### config.mk
export PLATFORM = sky130hd
export DESIGN_NAME = sstc_queue
export DESIGN_NICKNAME = d
export VERILOG_FILES = /design/src/hw/rtl/sstc_pkg.sv /design/src/hw/rtl/sstc_queue.sv
export SDC_FILE = /design/constraint.sdc
export NUM_CORES = 1
export LEC_CHECK = 0
export BUFFER_PORTS_ARGS = -buffer_cell sky130_fd_sc_hd__buf_2
export CORE_UTILIZATION = 35
export DETAILED_ROUTE_END_ITERATION = 7
export PLACE_DENSITY = 0.66
export SKIP_LAST_GASP = 1
export SLEW_MARGIN = 20
export SYNTH_ARGS = -nofsm -noshare
export SYNTH_HDL_FRONTEND = slang
export SYNTH_SLANG_ARGS = --single-unit
### constraint.sdc
create_clock -name clk_i -period 1.3 [get_ports clk_i]
set_input_delay 0.195 -clock clk_i [delete_from_list [all_inputs] [get_ports clk_i]]
set_output_delay 0.195 -clock clk_i [all_outputs]
set_load 0.005 [all_outputs]
### src/hw/rtl/sstc_pkg.sv
// sstc_pkg: shared codes, widths and transaction types for the slew trigger capture block.
// No dependencies; used by every module under hw/rtl.
package sstc_pkg;

  localparam int SampleW     = 12;
  localparam int OffsetW     = 7;
  localparam int ActionW     = 2;
  localparam int KindW       = 2;
  localparam int ModeW       = 2;
  localparam int CfgIdxW     = 2;
  localparam int CfgDataW    = 12;
  localparam int QueueDepth  = 2;

  localparam int RingDepthDef  = 1024;
  localparam int HalfWindowDef = 64;

  localparam logic [SampleW-1:0] ThresholdRst = 12'd500;

  // input actions
  localparam logic [ActionW-1:0] ACT_SAMPLE = 2'd0;
  localparam logic [ActionW-1:0] ACT_LATCH  = 2'd1;
  localparam logic [ActionW-1:0] ACT_READ   = 2'd2;

  // trigger modes
  localparam logic [ModeW-1:0] MODE_RISE = 2'd0;
  localparam logic [ModeW-1:0] MODE_FALL = 2'd1;
  localparam logic [ModeW-1:0] MODE_BOTH = 2'd2;
  localparam logic [ModeW-1:0] MODE_FREE = 2'd3;

  // window kinds reported on a latch
  localparam logic [KindW-1:0] KIND_NONE = 2'd0;
  localparam logic [KindW-1:0] KIND_TRIG = 2'd1;
  localparam logic [KindW-1:0] KIND_FREE = 2'd2;

  // config register indexes
  localparam logic [CfgIdxW-1:0] CFG_MODE      = 2'd0;
  localparam logic [CfgIdxW-1:0] CFG_THRESHOLD = 2'd1;
  localparam logic [CfgIdxW-1:0] CFG_PAUSED    = 2'd2;

  // memory operations carried from front to back
  typedef enum logic [1:0] {
    OP_NONE  = 2'd0,
    OP_WRITE = 2'd1,
    OP_READ  = 2'd2
  } mem_op_e;

  // control part of one queued command (address travels beside it)
  typedef struct packed {
    mem_op_e              op;
    logic                 unwritten;  // read hits a slot never written since reset
    logic [SampleW-1:0]   data;
    logic [KindW-1:0]     kind;
    logic                 done;
  } cmd_ctrl_t;

  // one finished result
  typedef struct packed {
    logic [SampleW-1:0] read_value;
    logic [KindW-1:0]   window_kind;
    logic               capture_done;
  } result_t;

  // queue status handed to the top level
  typedef struct packed {
    logic push;
    logic pop;
    logic full;
    logic valid;
  } q_status_t;

endpackage

### src/hw/rtl/sstc_queue.sv
// sstc_queue: small register FIFO, used for the command queue and the result skid buffer.
// Depends on sstc_pkg for the status struct.
module sstc_queue #(
  parameter int Width = 8,
  parameter int Depth = sstc_pkg::QueueDepth
) (
  input  logic                       clk_i,
  input  logic                       rst_ni,
  input  logic                       push_i,
  input  logic [Width-1:0]           din_i,
  input  logic                       pop_i,
  output logic [Width-1:0]           dout_o,
  output logic [$clog2(Depth+1)-1:0] count_o,
  output sstc_pkg::q_status_t        status_o
);

  localparam int PtrW = (Depth > 1) ? $clog2(Depth) : 1;
  localparam int CntW = $clog2(Depth+1);

  logic [Width-1:0] mem_q [Depth];
  logic [PtrW-1:0]  wr_q, wr_d, rd_q, rd_d;
  logic [CntW-1:0]  cnt_q, cnt_d;
  logic             do_push, do_pop;

  assign do_push = push_i && (cnt_q != CntW'(Depth));
  assign do_pop  = pop_i && (cnt_q != '0);

  always_comb begin
    wr_d  = wr_q;
    rd_d  = rd_q;
    cnt_d = cnt_q;
    if (do_push) begin
      wr_d = (wr_q == PtrW'(Depth-1)) ? '0 : wr_q + 1'b1;
    end
    if (do_pop) begin
      rd_d = (rd_q == PtrW'(Depth-1)) ? '0 : rd_q + 1'b1;
    end
    if (do_push && !do_pop) begin
      cnt_d = cnt_q + 1'b1;
    end else if (!do_push && do_pop) begin
      cnt_d = cnt_q - 1'b1;
    end
  end

  always_ff @(posedge clk_i or negedge rst_ni) begin
    if (!rst_ni) begin
      wr_q  <= '0;
      rd_q  <= '0;
      cnt_q <= '0;
    end else begin
      wr_q  <= wr_d;
      rd_q  <= rd_d;
      cnt_q <= cnt_d;
    end
  end

  always_ff @(posedge clk_i) begin
    if (do_push) begin
      mem_q[wr_q] <= din_i;
    end
  end

  assign dout_o         = mem_q[rd_q];
  assign count_o        = cnt_q;
  assign status_o.push  = push_i;
  assign status_o.pop   = pop_i;
  assign status_o.full  = (cnt_q == CntW'(Depth));
  assign status_o.valid = (cnt_q != '0);

endmodule

# After elaboration in Yosys (flattened, before gate mapping)
# Memories as Yosys holds them, arrays and structs flattened.
# Cells that the tools add are included.
# totals
ff_bits	4
elab_cells	24
output_inout_bits	14
input_bits	12
memories	1
mem_bits_rw	16
# classes
add_sub_neg	4
n_mux	6
eq_ne	2
n_reduce_logical	8
# mem_list
memory	words	word_bits	rd	rd_clocked_by_memory_dff	write_ports	line_no	source
mem_q	2	8	1	0	1	sstc_queue.sv:20	logic [Width-1:0] mem_q [Depth];
# op_table
cell	count
logical AND 1 bit	4
two-way mux 1 bit	4
two-way mux 2 bit	2
nonzero test 2 bit	2
adder 1 bit (second input constant)	2
adder 2 x 1 -> 2 bit (second input constant)	1
equality test 2 bit (second input constant)	1
zero test 1 bit	2
!= test 2 bit (second input constant)	1
subtractor 2 x 1 -> 2 bit (second input constant)	1

# Logic depth before layout (Yosys ltp)
# depth
depth_word	6
depth_mapped	7
mapped_depth_nobuf	7

# Worst setup path before layout
# OpenSTA, ideal clock, no wires.
# synth_path
kind	flip-flop to flip-flop
start	register cnt_q[0] (netlist: count_o[0])
end	memory mem_q[0][0] (enable)
slack_ps	-103
path_stages_with_launch	4
t_arrival_ps	1033
period_less_slack_ps	1403
path_cell_list	dfrtp_1 nand2b_1 nand2_1 nor2_1
# synth_via
elab_chain_cells	4
# synth_lines
element	line_no	source
from (decl)	sstc_queue.sv:22	logic [CntW-1:0] cnt_q, cnt_d;
from (signal assigned)	sstc_queue.sv:53	cnt_q <= cnt_d;
!= test 2 bit	sstc_queue.sv:25	assign do_push = push_i && (cnt_q != CntW'(Depth));
logical AND 1 bit	sstc_queue.sv:25	
two-way mux 1 bit	sstc_queue.sv:58	if (do_push) begin
two-way mux 1 bit (not written as such)	sstc_queue.sv:59	mem_q[wr_q] <= din_i;
to (decl)	sstc_queue.sv:20	
# No other way between the ends.

# Worst setup path in the final report
# layout_path
start	register rd_q
end	output port dout_o[2]
# layout_via
elab_chain_cells	1
# layout_lines
element	line_no	source
from (decl)	sstc_queue.sv:21	logic [PtrW-1:0] wr_q, wr_d, rd_q, rd_d;
from (signal assigned)	sstc_queue.sv:52	rd_q <= rd_d;
memory read (2 x 8 bit)	-	
to (decl)	sstc_queue.sv:12	output logic [Width-1:0] dout_o,
# No other way between the ends.

==> results_dict.tcl <==
set metrics [dict create \
    grt_pass1_wl_um 2049 \
    overflow 0 \
    ios 26 \
    die_w_um 49.76 \
    root_buffer "clkbuf_4" \
    worstPathRequired_ns 1.11 \
    tightest_slew_ns 0.1965 \
    cts-htree-levels 1 \
    finalSetupViolations 9 \
    clock_path_buffers 2 \
    diodes 0 \
    regToRegSetupSlack_ns -0.04 \
    finalPower_mw 2.649 \
    violations "negative setup slack" \
    fp.coreArea_um2 2042 \
    reg2reg_to "count_o[1]" \
    firstDrtPassIters 1 \
    r2r-start "count_o[0]" \
    arrival_ns 1.28 \
    p_leak_nw 0.5261 \
    ys_seq_elements 20 \
    holdCritStartpoint "din_i[6]" \
    first_global_vias 485 \
    place_congestion 0.6505 \
    rsz0062_at_grt "true" \
    fill_cells 182 \
    syn_inst 46 \
    cp_slowest_cell "dfrtp_2" \
    r2r_cells 7 \
    yosysUniqueCellTypes 15 \
    end_kind "output port" \
    status "complete, but fails checks" \
    powerDensity_nw_per_um2 2224 \
    die_h_um 49.76 \
    clock_sinks 20 \
    cp_max_fo 5 \
    synth_warnings 0 \
    place_ws_ns -0.06645 \
    cp_cell_sequence "buf_6, mux2_4, buf_2" \
    port_buffers 25 \
    vias_per_cell 4.342 \
    worst_slack_ns -0.1791 \
    syn_to_final_growth_pct 49.22 \
    antenna_found_initial 0 \
    path_class "register to output port" \
    syn_area_per_cell_um2 17.35 \
    min_to "mem_q[1][6]" \
    grt_max_degree 12 \
    synth_nets 59 \
    hold_viol 0 \
    yosysSeqAreaShare 0.7273 \
    max_stage_delay_ns 0.44 \
    period_minus_slack_ns 1.479 \
    start_kind "register" \
    final-max-slew-violation-count 0 \
    drt-total-wl_um 1301 \
    dpl.hpwl_um 851.9 \
    rows 16 \
    die_area_um2 2476 \
    drc_errors 0 \
    peakVddDrop_mv 1.254 \
    cts_buffers 3 \
    insertion_delay_ns 0.29 \
    fin_nets 98 \
    finClkSkew_ns 0.005725 \
    min_path_type "input pin to register" \
    max_freq_mhz 676.1 \
    seq_area_um2 581.8 \
    synth_area_um2 798.3 \
    slew_headroom 0.8690 \
    maxCapViolCount 0 \
    initial_core_util 0.3909 \
    final_antenna_net_count 0 \
    multi_input_area_um2 251.5 \
    grtUsageTotal 0.1118 \
    drive_gt1_frac 0.6905 \
    drt_iter0_drc 0 \
    drt-wirelength-per-cell_um 11.72 \
    whs_path_depth 1 \
    tritoncts "built" \
    vias 482 \
    finalCritPeriodShare 1.138 \
    clk_pin_slew_ns 0.10 \
]
-- layout by cell type, fill, tap and decap left out --
cell	instances
clkbuf_8	1
or2_4	1
buf_6	12
xnor2_1	3
and3_2	1
buf_4	6
clkbuf_4	3
inv_2	2
nand2b_4	1
buf_2	18
edfxtp_1	16
nand2_4	2
dlygate4sd3_1	1
dfrtp_2	1
xor2_1	2
mux2_4	8
ha_4	1
nor2_1	1
nor2_2	1
dfrtp_1	3
-- registers in the layout (all words and copies together) (netlist names) --
register,count
mem_q,16
count_o,2
rd_q,1
wr_q,1
-- cells in the mapped netlist, drive strengths merged --
cell     n  area, um2
edfxtp  16      480.5
mux2     8      90.09
dfrtp    4      100.1
buf      3      20.01
xnor2    3      26.28
inv      2      7.510
nand2    2      15.01
nor2     2      7.510
xor2     2      17.52
and3     1      6.260
ha       1      12.51
nand2b   1      6.260
or2      1      8.760
-- power breakdown --
part           switching (mW)  total [mW]  internal, mW
combinational           0.489        1.33         0.842
sequential             0.0804       0.979         0.899
clock                   0.168       0.338         0.170
total                   0.737        2.65          1.91
-- critical path, delay by kind of cell (launching register included) --
kind     cells  cell delay [ns]
buf+inv      2             0.27
mux          1             0.28
flops        1             0.44
-- cells by family (layout without fill, tap and decap cells) --
family        count (synthesis)  count (layout)  synth area share
simple gates                  7               7           0.05487
xor+xnor                      5               5           0.05487
fa+ha+maj                     1               1           0.01567
buf+inv                       5              43           0.03447
mux                           8               8            0.1129
flops                        20              20            0.7273
-- metal layers --
metal	GRT usage	wire length, um	share of wire
met1	0.1440	583	0.45
met2	0.1779	631	0.49
met3	0.03086	68	0.052
met4	0.04286	18	0.014
met5	0	0	0
-- what timing repair did --
| action | in CTS | in global routing |
|---|---|---|
| setup buffers | 3 | 4 |
| pin swaps | 6 | 5 |
| hold buffers | 1 | 0 |
| endpoints found under the setup margin | 15 | 20 |
| cloned | 0 | 0 |
| endpoints found under the hold margin | 4 | 0 |
| gates resized for setup | 6 | 24 |
-- per-stage QoR --
step | instances | hold slack (ns) | util | setup TNS, ns | area [um2]
floorplan | 46 | -0.1006 | - | -0.7312 | 808.3
global placement | 100 | 0.005203 | 0.4822 | -0.04004 | 984.7
detailed placement | 100 | 0.009174 | 0.4822 | -0.06645 | 984.7
CTS | 108 | 0.07421 | 0.5257 | -1.447 | 1074
global route | 111 | 0.06361 | 0.5833 | -1.897 | 1191
finish | 111 | 0.08817 | 0.5833 | -1.413 | 1191
-- worst max-delay path by stage --
stage	slack (ns)	end	startpoint
detailed placement	-0.07	count_o[1]	count_o[1]
global route	-0.23	dout_o[6]	rd_q
CTS	-0.19	dout_o[4]	rd_q
floorplan	-0.08	mem_q[0][0]	count_o[0]
global placement	-0.04	count_o[1]	count_o[0]
finish	-0.18	dout_o[2]	rd_q
-- cell type report --
class                           instances  share of cell area
Tap cell                               27             0.02836
Timing Repair Buffer                   37              0.2353
Clock buffer                            4             0.03046
Inverter                                2            0.006303
Sequential cell                        20              0.4884
Multi-Input combinational cell         21              0.2111
No activity file was read; power rests on OpenSTA's default activity.
