<file path="config.mk">
export PLATFORM = sky130hd
export DESIGN_NAME = sstc_front
export DESIGN_NICKNAME = d
export VERILOG_FILES = /design/src/hw/rtl/sstc_pkg.sv /design/src/hw/rtl/sstc_front.sv
export SDC_FILE = /design/constraint.sdc
export NUM_CORES = 1
export LEC_CHECK = 0
export BUFFER_PORTS_ARGS = -buffer_cell sky130_fd_sc_hd__buf_2
export CAP_MARGIN = 20
export CORE_MARGIN = 2
export CORE_UTILIZATION = 48
export DETAILED_ROUTE_END_ITERATION = 10
export PLACE_DENSITY = 0.7
export SLEW_MARGIN = 25
export SYNTH_ARGS = -nofsm -noshare
export SYNTH_HDL_FRONTEND = slang
export SYNTH_SLANG_ARGS = --single-unit
export TNS_END_PERCENT = 100
</file>
<file path="constraint.sdc">
create_clock -name clk_i -period 3.55 [get_ports clk_i]
set_input_delay 0.1775 -clock clk_i [delete_from_list [all_inputs] [get_ports clk_i]]
set_output_delay 0.1775 -clock clk_i [all_outputs]
set_load 0.01 [all_outputs]
</file>
<file path="src/hw/rtl/sstc_pkg.sv">
// sstc_pkg: shared codes, widths and transaction types for the slew trigger capture block.
// No dependencies; used by every module under hw/rtl.
package sstc_pkg;

  localparam int SampleW     = 12;
  localparam int OffsetW     = 7;
  localparam int ActionW     = 2;
  localparam int KindW       = 2;
  localparam int ModeW       = 2;
  localparam int CfgIdxW     = 2;
  localparam int CfgDataW    = 12;
  localparam int QueueDepth  = 2;

  localparam int RingDepthDef  = 1024;
  localparam int HalfWindowDef = 64;

  localparam logic [SampleW-1:0] ThresholdRst = 12'd500;

  // input actions
  localparam logic [ActionW-1:0] ACT_SAMPLE = 2'd0;
  localparam logic [ActionW-1:0] ACT_LATCH  = 2'd1;
  localparam logic [ActionW-1:0] ACT_READ   = 2'd2;

  // trigger modes
  localparam logic [ModeW-1:0] MODE_RISE = 2'd0;
  localparam logic [ModeW-1:0] MODE_FALL = 2'd1;
  localparam logic [ModeW-1:0] MODE_BOTH = 2'd2;
  localparam logic [ModeW-1:0] MODE_FREE = 2'd3;

  // window kinds reported on a latch
  localparam logic [KindW-1:0] KIND_NONE = 2'd0;
  localparam logic [KindW-1:0] KIND_TRIG = 2'd1;
  localparam logic [KindW-1:0] KIND_FREE = 2'd2;

  // config register indexes
  localparam logic [CfgIdxW-1:0] CFG_MODE      = 2'd0;
  localparam logic [CfgIdxW-1:0] CFG_THRESHOLD = 2'd1;
  localparam logic [CfgIdxW-1:0] CFG_PAUSED    = 2'd2;

  // memory operations carried from front to back
  typedef enum logic [1:0] {
    OP_NONE  = 2'd0,
    OP_WRITE = 2'd1,
    OP_READ  = 2'd2
  } mem_op_e;

  // control part of one queued command (address travels beside it)
  typedef struct packed {
    mem_op_e              op;
    logic                 unwritten;  // read hits a slot never written since reset
    logic [SampleW-1:0]   data;
    logic [KindW-1:0]     kind;
    logic                 done;
  } cmd_ctrl_t;

  // one finished result
  typedef struct packed {
    logic [SampleW-1:0] read_value;
    logic [KindW-1:0]   window_kind;
    logic               capture_done;
  } result_t;

  // queue status handed to the top level
  typedef struct packed {
    logic push;
    logic pop;
    logic full;
    logic valid;
  } q_status_t;

endpackage

</file>
<file path="src/hw/rtl/sstc_front.sv">
// sstc_front: config registers, trigger detection, window bookkeeping; turns each
// transaction into one memory command. Depends on sstc_pkg.
module sstc_front #(
  parameter int RingDepth  = sstc_pkg::RingDepthDef,
  parameter int HalfWindow = sstc_pkg::HalfWindowDef
) (
  input  logic                          clk_i,
  input  logic                          rst_ni,
  input  logic                          cfg_we_i,
  input  logic [sstc_pkg::CfgIdxW-1:0]  cfg_idx_i,
  input  logic [sstc_pkg::CfgDataW-1:0] cfg_wdata_i,
  input  logic                          take_i,
  input  logic [sstc_pkg::ActionW-1:0]  action_i,
  input  logic [sstc_pkg::SampleW-1:0]  sample_i,
  input  logic [sstc_pkg::OffsetW-1:0]  offset_i,
  output logic [$clog2(RingDepth)-1:0]  cmd_addr_o,
  output sstc_pkg::cmd_ctrl_t           cmd_ctrl_o
);

  localparam int AW       = $clog2(RingDepth);
  localparam int CntW     = $clog2(HalfWindow + 2);
  localparam int FreeDist = (1 + 2 * HalfWindow) % RingDepth;
  localparam int SW       = sstc_pkg::SampleW;

  // config
  logic [sstc_pkg::ModeW-1:0] mode_q;
  logic [SW-1:0]              thr_q;
  logic                       paused_q;

  // capture state
  logic [AW-1:0]   wp_q, wp_d;
  logic            filled_q, filled_d;
  logic [SW-1:0]   last_q, last_d;
  logic            armed_q, armed_d;
  logic [CntW-1:0] post_q, post_d;
  logic [AW-1:0]   cand_q, cand_d;
  logic [AW-1:0]   dslot_q, dslot_d;
  logic            pend_q, pend_d;
  logic [AW-1:0]   base_q, base_d;

  logic            rise, fall, fires;
  logic [CntW-1:0] post_inc;
  logic [AW:0]     rd_sum;
  logic [AW-1:0]   rd_addr;

  assign rise = {1'b0, sample_i} > ({1'b0, last_q} + {1'b0, thr_q});
  assign fall = {1'b0, last_q} > ({1'b0, sample_i} + {1'b0, thr_q});

  always_comb begin
    case (mode_q)
      sstc_pkg::MODE_RISE: fires = rise;
      sstc_pkg::MODE_FALL: fires = fall;
      sstc_pkg::MODE_BOTH: fires = rise || fall;
      default:             fires = 1'b0;
    endcase
  end

  assign post_inc = post_q + 1'b1;
  assign rd_sum   = {1'b0, base_q} + (AW+1)'(offset_i);
  assign rd_addr  = (rd_sum >= (AW+1)'(RingDepth)) ?
                    AW'(rd_sum - (AW+1)'(RingDepth)) : AW'(rd_sum);

  always_comb begin
    wp_d     = wp_q;
    filled_d = filled_q;
    last_d   = last_q;
    armed_d  = armed_q;
    post_d   = post_q;
    cand_d   = cand_q;
    dslot_d  = dslot_q;
    pend_d   = pend_q;
    base_d   = base_q;
    cmd_addr_o           = wp_q;
    cmd_ctrl_o.op        = sstc_pkg::OP_NONE;
    cmd_ctrl_o.unwritten = 1'b0;
    cmd_ctrl_o.data      = sample_i;
    cmd_ctrl_o.kind      = sstc_pkg::KIND_NONE;
    cmd_ctrl_o.done      = 1'b0;
    case (action_i)
      sstc_pkg::ACT_SAMPLE: begin
        if (!paused_q) begin
          cmd_ctrl_o.op = sstc_pkg::OP_WRITE;
          if (!armed_q) begin
            if (fires) begin
              post_d  = '0;
              cand_d  = wp_q;
              armed_d = 1'b1;
            end
          end else begin
            post_d = post_inc;
            if (post_inc > CntW'(HalfWindow)) begin
              armed_d         = 1'b0;
              dslot_d         = cand_q;
              pend_d          = 1'b1;
              cmd_ctrl_o.done = 1'b1;
            end
          end
          if (wp_q == AW'(RingDepth - 1)) begin
            wp_d     = '0;
            filled_d = 1'b1;
          end else begin
            wp_d = wp_q + 1'b1;
          end
          last_d = sample_i;
        end
      end
      sstc_pkg::ACT_LATCH: begin
        if (!paused_q) begin
          if (pend_q) begin
            base_d = (dslot_q >= AW'(HalfWindow)) ? dslot_q - AW'(HalfWindow) :
                     AW'({1'b0, dslot_q} + (AW+1)'(RingDepth - HalfWindow));
            pend_d = 1'b0;
            cmd_ctrl_o.kind = sstc_pkg::KIND_TRIG;
          end else if (mode_q == sstc_pkg::MODE_FREE) begin
            base_d = (wp_q >= AW'(FreeDist)) ? wp_q - AW'(FreeDist) :
                     AW'({1'b0, wp_q} + (AW+1)'(RingDepth - FreeDist));
            cmd_ctrl_o.kind = sstc_pkg::KIND_FREE;
          end
        end
      end
      sstc_pkg::ACT_READ: begin
        cmd_addr_o           = rd_addr;
        cmd_ctrl_o.op        = sstc_pkg::OP_READ;
        // slots past the fill point were never written; the read stage returns zero for them
        cmd_ctrl_o.unwritten = !filled_q && (rd_addr >= wp_q);
      end
      default: begin
      end
    endcase
  end

  always_ff @(posedge clk_i or negedge rst_ni) begin
    if (!rst_ni) begin
      mode_q   <= sstc_pkg::MODE_RISE;
      thr_q    <= sstc_pkg::ThresholdRst;
      paused_q <= 1'b0;
    end else if (cfg_we_i) begin
      case (cfg_idx_i)
        sstc_pkg::CFG_MODE:      mode_q   <= cfg_wdata_i[sstc_pkg::ModeW-1:0];
        sstc_pkg::CFG_THRESHOLD: thr_q    <= cfg_wdata_i[SW-1:0];
        sstc_pkg::CFG_PAUSED:    paused_q <= cfg_wdata_i[0];
        default: begin
        end
      endcase
    end
  end

  always_ff @(posedge clk_i or negedge rst_ni) begin
    if (!rst_ni) begin
      wp_q     <= '0;
      filled_q <= 1'b0;
      last_q   <= '0;
      armed_q  <= 1'b0;
      post_q   <= '0;
      cand_q   <= '0;
      dslot_q  <= '0;
      pend_q   <= 1'b0;
      base_q   <= '0;
    end else if (take_i) begin
      wp_q     <= wp_d;
      filled_q <= filled_d;
      last_q   <= last_d;
      armed_q  <= armed_d;
      post_q   <= post_d;
      cand_q   <= cand_d;
      dslot_q  <= dslot_d;
      pend_q   <= pend_d;
      base_q   <= base_d;
    end
  end

endmodule

</file>
# Yosys cells after proc, flatten, opt, wreduce, memory -nomap -nowiden
# Index checks and enable logic that the tools add are counted.
classes:
  add_sub_neg: 10
  n_lt_le_gt_ge: 7
  eq_ne: 12
  muxes: 29
  bitwise: 2
  reduce_logical: 19
op_table:
  columns: ["operator", "count"]
  rows:
  - ["$mux W10", 7]
  - ["$add A12 B12 Y13", 2]
  - ["$gt A12 B13 Y1", 2]
  - ["$add A10 B10 Y10 const B", 2]
  - ["$mux W7", 2]
  - ["$mux W1", 13]
  - ["$reduce_and A4 Y1", 3]
  - ["$add A10 B7 Y11", 1]
  - ["$ge A11 B11 Y1 const B", 1]
  - ["$add A10 B1 Y10 const B", 1]
  - ["$eq A10 B10 Y1 const B", 1]
  - ["$ge A10 B10 Y1", 1]
  - ["$ge A10 B7 Y1 const B", 1]
  - ["$ge A10 B8 Y1 const B", 1]
  - ["$reduce_and A5 Y1", 2]
  - ["$sub A10 B1 Y10 const B", 1]
  - ["$sub A10 B7 Y10 const B", 1]
  - ["$sub A10 B8 Y10 const B", 1]
  - ["$eq A2 B2 Y1 const B", 4]
  - ["$mux W2", 4]
  - ["$ne A2 B2 Y1 const B", 4]
  - ["$add A7 B1 Y7 const B", 1]
  - ["$gt A7 B7 Y1 const B", 1]
  - ["$eq A2 B1 Y1 const B", 3]
  - ["other kinds (12)", 19]
word_totals:
  reg_bits: 77
  input_bits: 39
  output_inout_bits: 28
  word_cells: 91

# Depth between registers and ports, before layout
# Gate-level depths: netlist of the first run.
logic_depth:
  depth_word: 6
  mapped_depth: 17
  mapped_depth_nobuf: 17

# Least setup slack after synthesis of the first run
# No wires, ideal clock.
synth_timing:
  path_kind: "flip-flop to flip-flop"
  from: "register thr_q[0]"
  to: "register cand_q[0]"
  setup_time_ps: 125
  t_arrival_ps: 3405
  required_ps: 3425
  slack_ps: 20
  stages_incl_launch_ff: 17
  n_path_buf: 0
  synth_period_minus_slack_ps: 3530
  path_cell_list: "dfrtp_1 ha_1 inv_1 fa_1 nor2b_4 o31a_1 o21ai_0 nand2b_1 a21o_1 a21oi_1 xor2_1 ha_1 nand4_1 o31ai_1 a32oi_2 nor3_4 mux2_2"
synth_via:
  elab_chain_cells: 5
  elab_cells_between_ends: 7
  cone_classes: "2 x add/sub; 2 x order compare; 1 x mux; 2 x reduce/logical"
synth_rtl:
  columns: ["element", "line_no", "source"]
  rows:
  - ["start: declaration", "sstc_front.sv:27", "logic [SW-1:0] thr_q;"]
  - ["start signal: assignment", "sstc_front.sv:135", "thr_q <= sstc_pkg::ThresholdRst;"]
  - ["start signal: assignment", "sstc_front.sv:140", "sstc_pkg::CFG_THRESHOLD: thr_q <= cfg_wdata_i[SW-1:0];"]
  - ["$add A12 B12 Y13 (on tied branches)", "sstc_front.sv:46, sstc_front.sv:47", null]
  - ["$gt A12 B13 Y1 (on tied branches)", "sstc_front.sv:46, sstc_front.sv:47", null]
  - ["$logic_or A1 B1 Y1", "sstc_front.sv:53", "sstc_pkg::MODE_BOTH: fires = rise || fall;"]
  - ["$pmux W1 S3 *", "sstc_front.sv:50", "case (mode_q)"]
  - ["$reduce_and A5 Y1 (no source line) *", null, null]
  - ["end signal: assignment", "sstc_front.sv:165", "cand_q <= cand_d;"]
  - ["end: declaration", "sstc_front.sv:36", "logic [AW-1:0] cand_q, cand_d;"]
# Every way passes the cells marked *; elsewhere a longest branch is shown, timed or not.
# A chain may end at the register's enable or synchronous reset.

# Worst setup path in the final report of the first run
layout_timing:
  from: "register thr_q[1]"
  to: "register cand_q[7]"
# The elaborated chain is that of the path after synthesis.

==> summary.txt, run 1 <==
Setup path
  • Critical path fanouts, max: 10
  • Crit path kind: flip-flop to flip-flop
  • CP peak stage delay: ~0.39 ns
  • Most used cell, CP: buf_4
  • Crit start category: flip-flop
  • Required @ worst endpoint: 3.78 ns
  • Data arrival, critical path: 4.03 ns
  • Cell breakdown of the critical path: buf_4, ha_1, a211oi_2, buf_4, buf_4, buf_4, buf_4, buf_4, buf_4, o21bai_1, a21oi_1, xor2_1, ha_1, nand4_1, nor3_2, nor3_2, a32oi_4, nor3_4, buf_12, mux2_2
  • CP max-delay cell: dfrtp_1
  • Crit. End Element: flip-flop

Yosys
  • Post-synth cell types: 55
  • Number of synthesized flops with an enable pin: 0
  • Asr flop ratio synth: 100%
  • Syn_nets: ~730
  • Area leader, netlist: dfrtp_1
  • Top cell type's share of synthesized area: approximately 31%
  • Syn_area_per_cell: between 9 and 10 sq um
  • Synth area leaders: dfrtp_1 (31%), ha_1 (15%), mux2_2 (7.9%), nand2_1 (4.9%), a21oi_1 (3.7%)
  • Post-synthesis sequential area ratio: between 30% and 40%
  • Dominant cell by count in the synthesized netlist: nand2_1
  • Synthesized instance count: between 600 and 700
  • Top cells by count, synth: nand2_1 (75), dfrtp_1 (71), ha_1 (69), a21oi_1 (42), o21ai_0 (42)
  • Synth warnings: 0
  • Commonest register cell after synthesis: dfrtp_1
  • Post-Syn Area: 5700 sq um
  • Register bit total from synthesis: 77

Floorplan
  • Chip Height: ~110 um
  • Initial Utilization: just under 50%
  • IO Pins: 67
  • Horiz. Die Dim: 113 um
  • Die area: 12800 sq um
  • CORE AREA: 11500 sq um
  • Site Rows: 39

Detailed routing
  • Final ANT Viol Nets: 0
  • Final wirelength: between 10000 and 15000 um
  • Drt pass-1 iters: 7
  • Via count: ~5000
  • Number of vias per cell: 5.69
  • Routed len/inst: 17.0 um
  • Iter 0 DRT Violations: between 200 and 250
  • # DRC: 5

Timing
  • Clock Skew: 0.00464 ns
  • Final setup viols: 18
  • Fin crit share: 107%
  • Worst slew margin: 45.3%
  • PnR worst setup slack: -0.249 ns
  • Worst-Margin Slew: slightly above 0.8 ns
  • FMAX: ~260 MHz
  • Slew Viols, Final: 0
  • Final Hold Fails: 0
  • Fin crit period: 3.80 ns
  • RSZ-0062 raised after global routing: true

Finish
  • Synthesis-to-layout area growth: 22.3%
  • Final cell count without fillers: 870
  • N_diodes: 0
  • Layout cell share with drive strength beyond 1: around 31%
  • Final net count: 834
  • Final Cell Area: approximately 7000 sq um

Power
  • Leak Pwr: 3.38 nW
  • Pwr Total: slightly above 5 mW
  • Worst VDD drop: around 0.36 mV
  • Pwr dens: just over 700 nW/um^2

Placed design
  • Inst Count DP: 845
  • PortBufs: 66
  • Placer Congestion: 0.975
  • Post-DP Area: about 6400 sq um
  • Placed wire-length estimate: 10900 um

Run status
  • Violated checks: design-rule violations, negative setup slack
  • Status: complete, but fails checks

Clock network
  • H-tree level count: 3
  • Clock sink count: slightly below 80
  • Clock transition at path regs: ~0.06 ns
  • Skew-Pair Late Insertion Delay: 0.34 ns
  • Max Root-Sink Buffers: 2
  • Root Buffer: clkbuf_16
  • Total CTS buffers: 9
  • TritonCTS clock tree: done

GRT
  • Total GRT Usage: between 20% and 30%
  • Vias in the first global route: 5086
  • GRT overflow: 0
  • Initial antenna violation count: 0
  • Pin count of the biggest net entering global routing: just under 80
  • First-pass GRT wire length: between 20000 and 30000 um

Job
  • Max_cap viols: 0

Hold path
  • Hold Path Class: input port to flip-flop
==> what timing repair did <==
item,CTS,global route
endpoints found under the setup margin,18,19
setup buffers,8,2
pin swaps,11,4
endpoints found under the hold margin,0,71
hold buffers,0,1
resized for setup,27,14
==> final timing paths <==
path / startpoint / to / slack [ns] / cells past startpoint
setup / recovery: thr_q[1] / cand_q[7] / -0.25 / 20
hold / removal: cfg_wdata_i[7] / thr_q[7] / 0.07 / 2
setup reg to reg: thr_q[1] / cand_q[7] / -0.25 / 20
hold reg to reg: base_q[2] / base_q[2] / 0.49 / 2
max in group asynchronous: rst_ni / thr_q[11] / 2.59 / 2
min in group asynchronous: rst_ni / thr_q[3] / 0.44 / 2
==> stage by stage <==
stage	hold WS, ns	utilization, %	setup TNS, ns	worst slack [ns]
floorplan	-0.118	-	0	0.0201
global placement	0.399	55.8	-4.61	-0.306
detailed placement	0.414	55.8	-4.80	-0.331
CTS	0.0538	59.8	-2.05	-0.201
global route	0.0711	60.6	-7.59	-0.458
finish	0.0657	60.6	-3.73	-0.249
==> layer usage <==
metal	up-vias	track usage, %	part of all wire [%]	wire (um)
li1	2404	-	-	-
met1	2411	33.4	48	7050
met2	115	38.2	46	6830
met3	23	4.61	4.6	685
met4	0	9.43	1.7	259
met5	-	0	0	0
==> registers in the layout (all words and copies together), names as in the netlist <==
| register | cells |
|---|---|
| armed_q | 1 |
| base_q | 10 |
| cand_q | 10 |
| dslot_q | 10 |
| filled_q | 1 |
| last_q | 12 |
| mode_q | 2 |
| paused_q | 1 |
| pend_q | 1 |
| post_q | 7 |
| thr_q | 12 |
| wp_q | 10 |
==> critical path: cells and delay by family, from the launching register on <==
kind | cells | cell delay (ns)
xor gates and xnor gates | 1 | 0.17
DFF | 1 | 0.39
and+or+nand+nor | 4 | 0.61
AOI/OAI and AO/OA | 4 | 0.69
adders and majority gates | 2 | 0.56
muxes | 1 | 0.34
buffers and inverters | 8 | 0.94
==> layout make-up <==
class                           instances  area (sq um)
Clock inverter                          5          61.3
Clock buffer                           10           229
Multi-Input combinational cell        481          3670
Sequential cell                        77          1930
Fill cell                            1008          4540
Tap cell                              143           179
Timing Repair Buffer                  122           776
Inverter                               32           123
==> cell usage in the layout, fill, tap and decap left out, types with 3 or more instances in the layout <==
cell type and instances:
o21ai_0 36, and2_1 3, a21oi_1 36, a21o_1 10
nor2_1 38, nand3_1 15, xnor2_1 23, nand4_1 11
o31ai_1 3, or2_2 3, nand2_1 74, mux2_2 40
o21a_1 6, o21ai_1 6, xor2_1 19, clkbuf_16 9
nand2b_1 7, buf_4 53, or3_1 4, dfstp_2 6
a31oi_1 4, nand3b_1 3, and3_1 3, inv_1 30
o22ai_2 4, nor3_2 4, clkinvlp_4 3, dfrtp_1 71
ha_1 67, o31ai_2 4, a21oi_2 6, nor3_1 14
buf_2 65
==> cells by family (layout without fill, tap and decap cells) <==
logic type | after synthesis | in the layout | share of synthesized area (%)
DFF | 77 | 77 | 33.9
xor gates and xnor gates | 42 | 42 | 6.45
adders and majority gates | 72 | 72 | 16.2
muxes | 41 | 41 | 8.07
buffers and inverters | 58 | 169 | 4.67
AOI/OAI and AO/OA | 138 | 138 | 15.1
and+or+nand+nor | 188 | 188 | 15.6
==> where the power goes <==
| group | internal (mW) | total (mW) | switching (mW) |
|---|---|---|---|
| sequential | 1.12 | 1.39 | 0.272 |
| combinational | 1.31 | 2.76 | 1.45 |
| clock | 0.543 | 0.920 | 0.377 |
| total | 2.98 | 5.08 | 2.10 |
Power figures use the tool's default switching activity.
==> run 2: changes to the inputs <==
CORE_UTILIZATION = 50   (was 48)
PLACE_DENSITY = 0.73   (was 0.7)
==> summary.txt, run 2 (synthesized netlist as in run 1, its figures left out) <==
Run status
  • Status: complete, but fails checks (unchanged)
  • Violated checks: negative setup slack (was design-rule violations, negative setup slack)

Setup path
  • Cell breakdown of the critical path: buf_6, ha_4, nor2b_4, o31a_1, buf_4, o31ai_4, nand3b_1, a21oi_2, xor2_1, ha_2, o21a_1, o32ai_1, nor3_2, a32oi_4, nor3_4, buf_12, mux2_2 (was buf_4, ha_1, a211oi_2, buf_4, buf_4, buf_4, buf_4, buf_4, buf_4, o21bai_1, a21oi_1, xor2_1, ha_1, nand4_1, nor3_2, nor3_2, a32oi_4, nor3_4, buf_12, mux2_2)
  • Reg-to-reg slack, setup: -0.30 ns (was -0.25 ns)
  • CP peak stage delay: 0.57 ns (was 0.39 ns)
  • CP max-delay cell: dfstp_2 (was dfrtp_1)
  • Worst R2R Path Depth: 17 (was 20)
  • Crit path kind: flip-flop to flip-flop (unchanged)
  • Data arrival, critical path: 4.08 ns (was 4.03 ns)
  • Critical path fanouts, max: 10 (unchanged)
  • R2R Path Start: thr_q[2] (was thr_q[1])
  • Crit. End Element: flip-flop (unchanged)
  • Crit path from: thr_q[2] (was thr_q[1])
  • R2R Path End: cand_q[9] (was cand_q[7])
  • Critical Path End: cand_q[9] (was cand_q[7])
  • Crit start category: flip-flop (unchanged)
  • Required @ worst endpoint: 3.78 ns (about the same)

Detailed routing
  • Final ANT Viol Nets: 0 (unchanged)
  • Routed len/inst: 17.3 um (was 17.0 um)
  • Final wirelength: 14900 um (was 14800 um)
  • # DRC: 0 (was 5)
  • Via count: 4990 (was 4953)
  • Drt pass-1 iters: 5 (was 7)
  • Number of vias per cell: 5.80 (was 5.69)
  • Iter 0 DRT Violations: 287 (was 232)

GRT
  • Initial antenna violation count: 0 (unchanged)
  • First-pass GRT wire length: 24400 um (was 25000 um)
  • Pin count of the biggest net entering global routing: 78 (unchanged)
  • Total GRT Usage: 24.5% (was 24.3%)
  • GRT overflow: 0 (unchanged)
  • Vias in the first global route: 5035 (was 5086)

Timing
  • PnR worst setup slack: -0.298 ns (was -0.249 ns)
  • Worst-Margin Slew: 0.799 ns (was 0.820 ns)
  • Slew Viols, Final: 0 (unchanged)
  • Clock Skew: 0.00649 ns (was 0.00464 ns)
  • RSZ-0062 raised after global routing: true (unchanged)
  • Final setup viols: 18 (unchanged)
  • Fin crit period: 3.85 ns (was 3.80 ns)
  • Worst slew margin: 46.4% (was 45.3%)
  • Final Hold Fails: 0 (unchanged)
  • FMAX: 260 MHz (was 263 MHz)
  • Fin crit share: 108% (was 107%)
  • Hold Worst Slack: 0.0615 ns (was 0.0657 ns)

Finish
  • Regs by FF count: last_q: 12 flops, thr_q: 12 flops (unchanged)
  • Commonest non-fill, non-tap cell in the layout: nand2_1 (unchanged)
  • Final Util: 60.9% (was 60.6%)
  • Synthesis-to-layout area growth: 20.4% (was 22.3%)
  • N_diodes: 0 (unchanged)
  • Most frequent cells in the layout: nand2_1 (75), dfrtp_1 (71), ha_1 (65), buf_2 (65), buf_4 (42) (was nand2_1 (74), dfrtp_1 (71), ha_1 (67), buf_2 (65), buf_4 (53))
  • Final net count: 825 (was 834)
  • Layout cell share with drive strength beyond 1: 29.4% (was 30.8%)

Floorplan
  • Horiz. Die Dim: 111 um (was 113 um)
  • Site Rows: 39 (unchanged)
  • Initial Utilization: 50.6% (was 49.5%)
  • CORE AREA: 11300 sq um (was 11500 sq um)
  • Die area: 12300 sq um (was 12800 sq um)
  • Chip Height: 111 um (was 113 um)
  • IO Pins: 67 (unchanged)

Power
  • Worst VDD drop: 0.385 mV (was 0.358 mV)
  • Pwr Total: 4.98 mW (was 5.08 mW)
  • Leak Pwr: 3.31 nW (was 3.38 nW)
  • Pwr dens: 725 nW/um^2 (was 727 nW/um^2)

Clock network
  • Clock sink count: 77 (unchanged)
  • Total CTS buffers: 9 (unchanged)
  • Clock transition at path regs: 0.06 ns (about the same)
  • Max Root-Sink Buffers: 2 (unchanged)
  • Skew-Pair Late Insertion Delay: 0.35 ns (was 0.34 ns)
  • H-tree level count: 3 (unchanged)
  • TritonCTS clock tree: done (unchanged)
  • Root Buffer: clkbuf_16 (unchanged)

Placed design
  • Placed wire-length estimate: 11000 um (was 10900 um)
  • Placer Congestion: 0.897 (was 0.975)
  • PortBufs: 66 (unchanged)

Hold path
  • Hold Path Class: input port to flip-flop (unchanged)
  • Hold depth: 2 (unchanged)

Job
  • Max_cap viols: 0 (unchanged)
[run 2: worst max-delay path: cells and delay by family, from the launching register on]
kind | cells | cell delay, ns
multiplexers | 1 | 0.27
AND/OR/NAND/NOR | 4 | 0.42
adder cells (fa/ha/maj) | 2 | 0.51
flip-flops | 1 | 0.57
XOR/XNOR | 1 | 0.17
buffers and inverters | 3 | 0.43
AO/OA/AOI/OAI | 6 | 1.35
[run 2: through the flow]
step                      setup TNS [ns]  cells  cell area (sq um)  setup slack, ns
after floorplan                        0    616               5700           0.0201
after global placement             -4.01    841               6400           -0.277
after detailed placement           -6.80    841               6400           -0.436
after CTS                          -4.07    859               6790           -0.269
after global routing               -7.55    861               6860           -0.482
final                              -3.96    861               6860           -0.298
[run 2: how the worst min path moves through the flow]
stage,endpoint,startpoint
final,thr_q[7],cfg_wdata_i[7]
after global routing,thr_q[11],cfg_wdata_i[11]
after CTS,thr_q[10],rst_ni
after detailed placement,base_q[3],rst_ni
after global placement,base_q[6],rst_ni
after floorplan,armed_q,rst_ni
[run 2: timing repair]
action / in CTS / in global routing
hold endpoints to repair: 0 / 71
pin swaps: 14 / 3
hold buffers: 0 / 1
resized for setup: 23 / 14
cloned: 0 / 0
buffers inserted: 5 / 2
setup endpoints to repair: 18 / 19
[run 2: final cells by class]
class,count,area [sq um]
fill,936,4410
multi-input combinational,481,3650
sequential,77,1930
timing repair buffer,113,716
clock buffer,10,229
tap,143,179
inverter,32,120
clock inverter,5,36.3
[run 2: power by group]
part | switching (mW) | internal, mW | leakage [nW] | total (mW)
Combinational | 1.44 | 1.29 | 2.23 | 2.73
Sequential | 0.274 | 1.12 | 0.952 | 1.40
Clock | 0.383 | 0.471 | 0.121 | 0.854
Total | 2.09 | 2.88 | 3.31 | 4.98
[run 2: routing by layer]
layer | track usage (%) | vias up | part of all wire (%)
met3 | 4.43 | 29 | 4.4
met5 | 0 | - | 0
met2 | 40.0 | 150 | 49
li1 | - | 2381 | -
met1 | 32.8 | 2430 | 44
met4 | 9.00 | 0 | 2.2
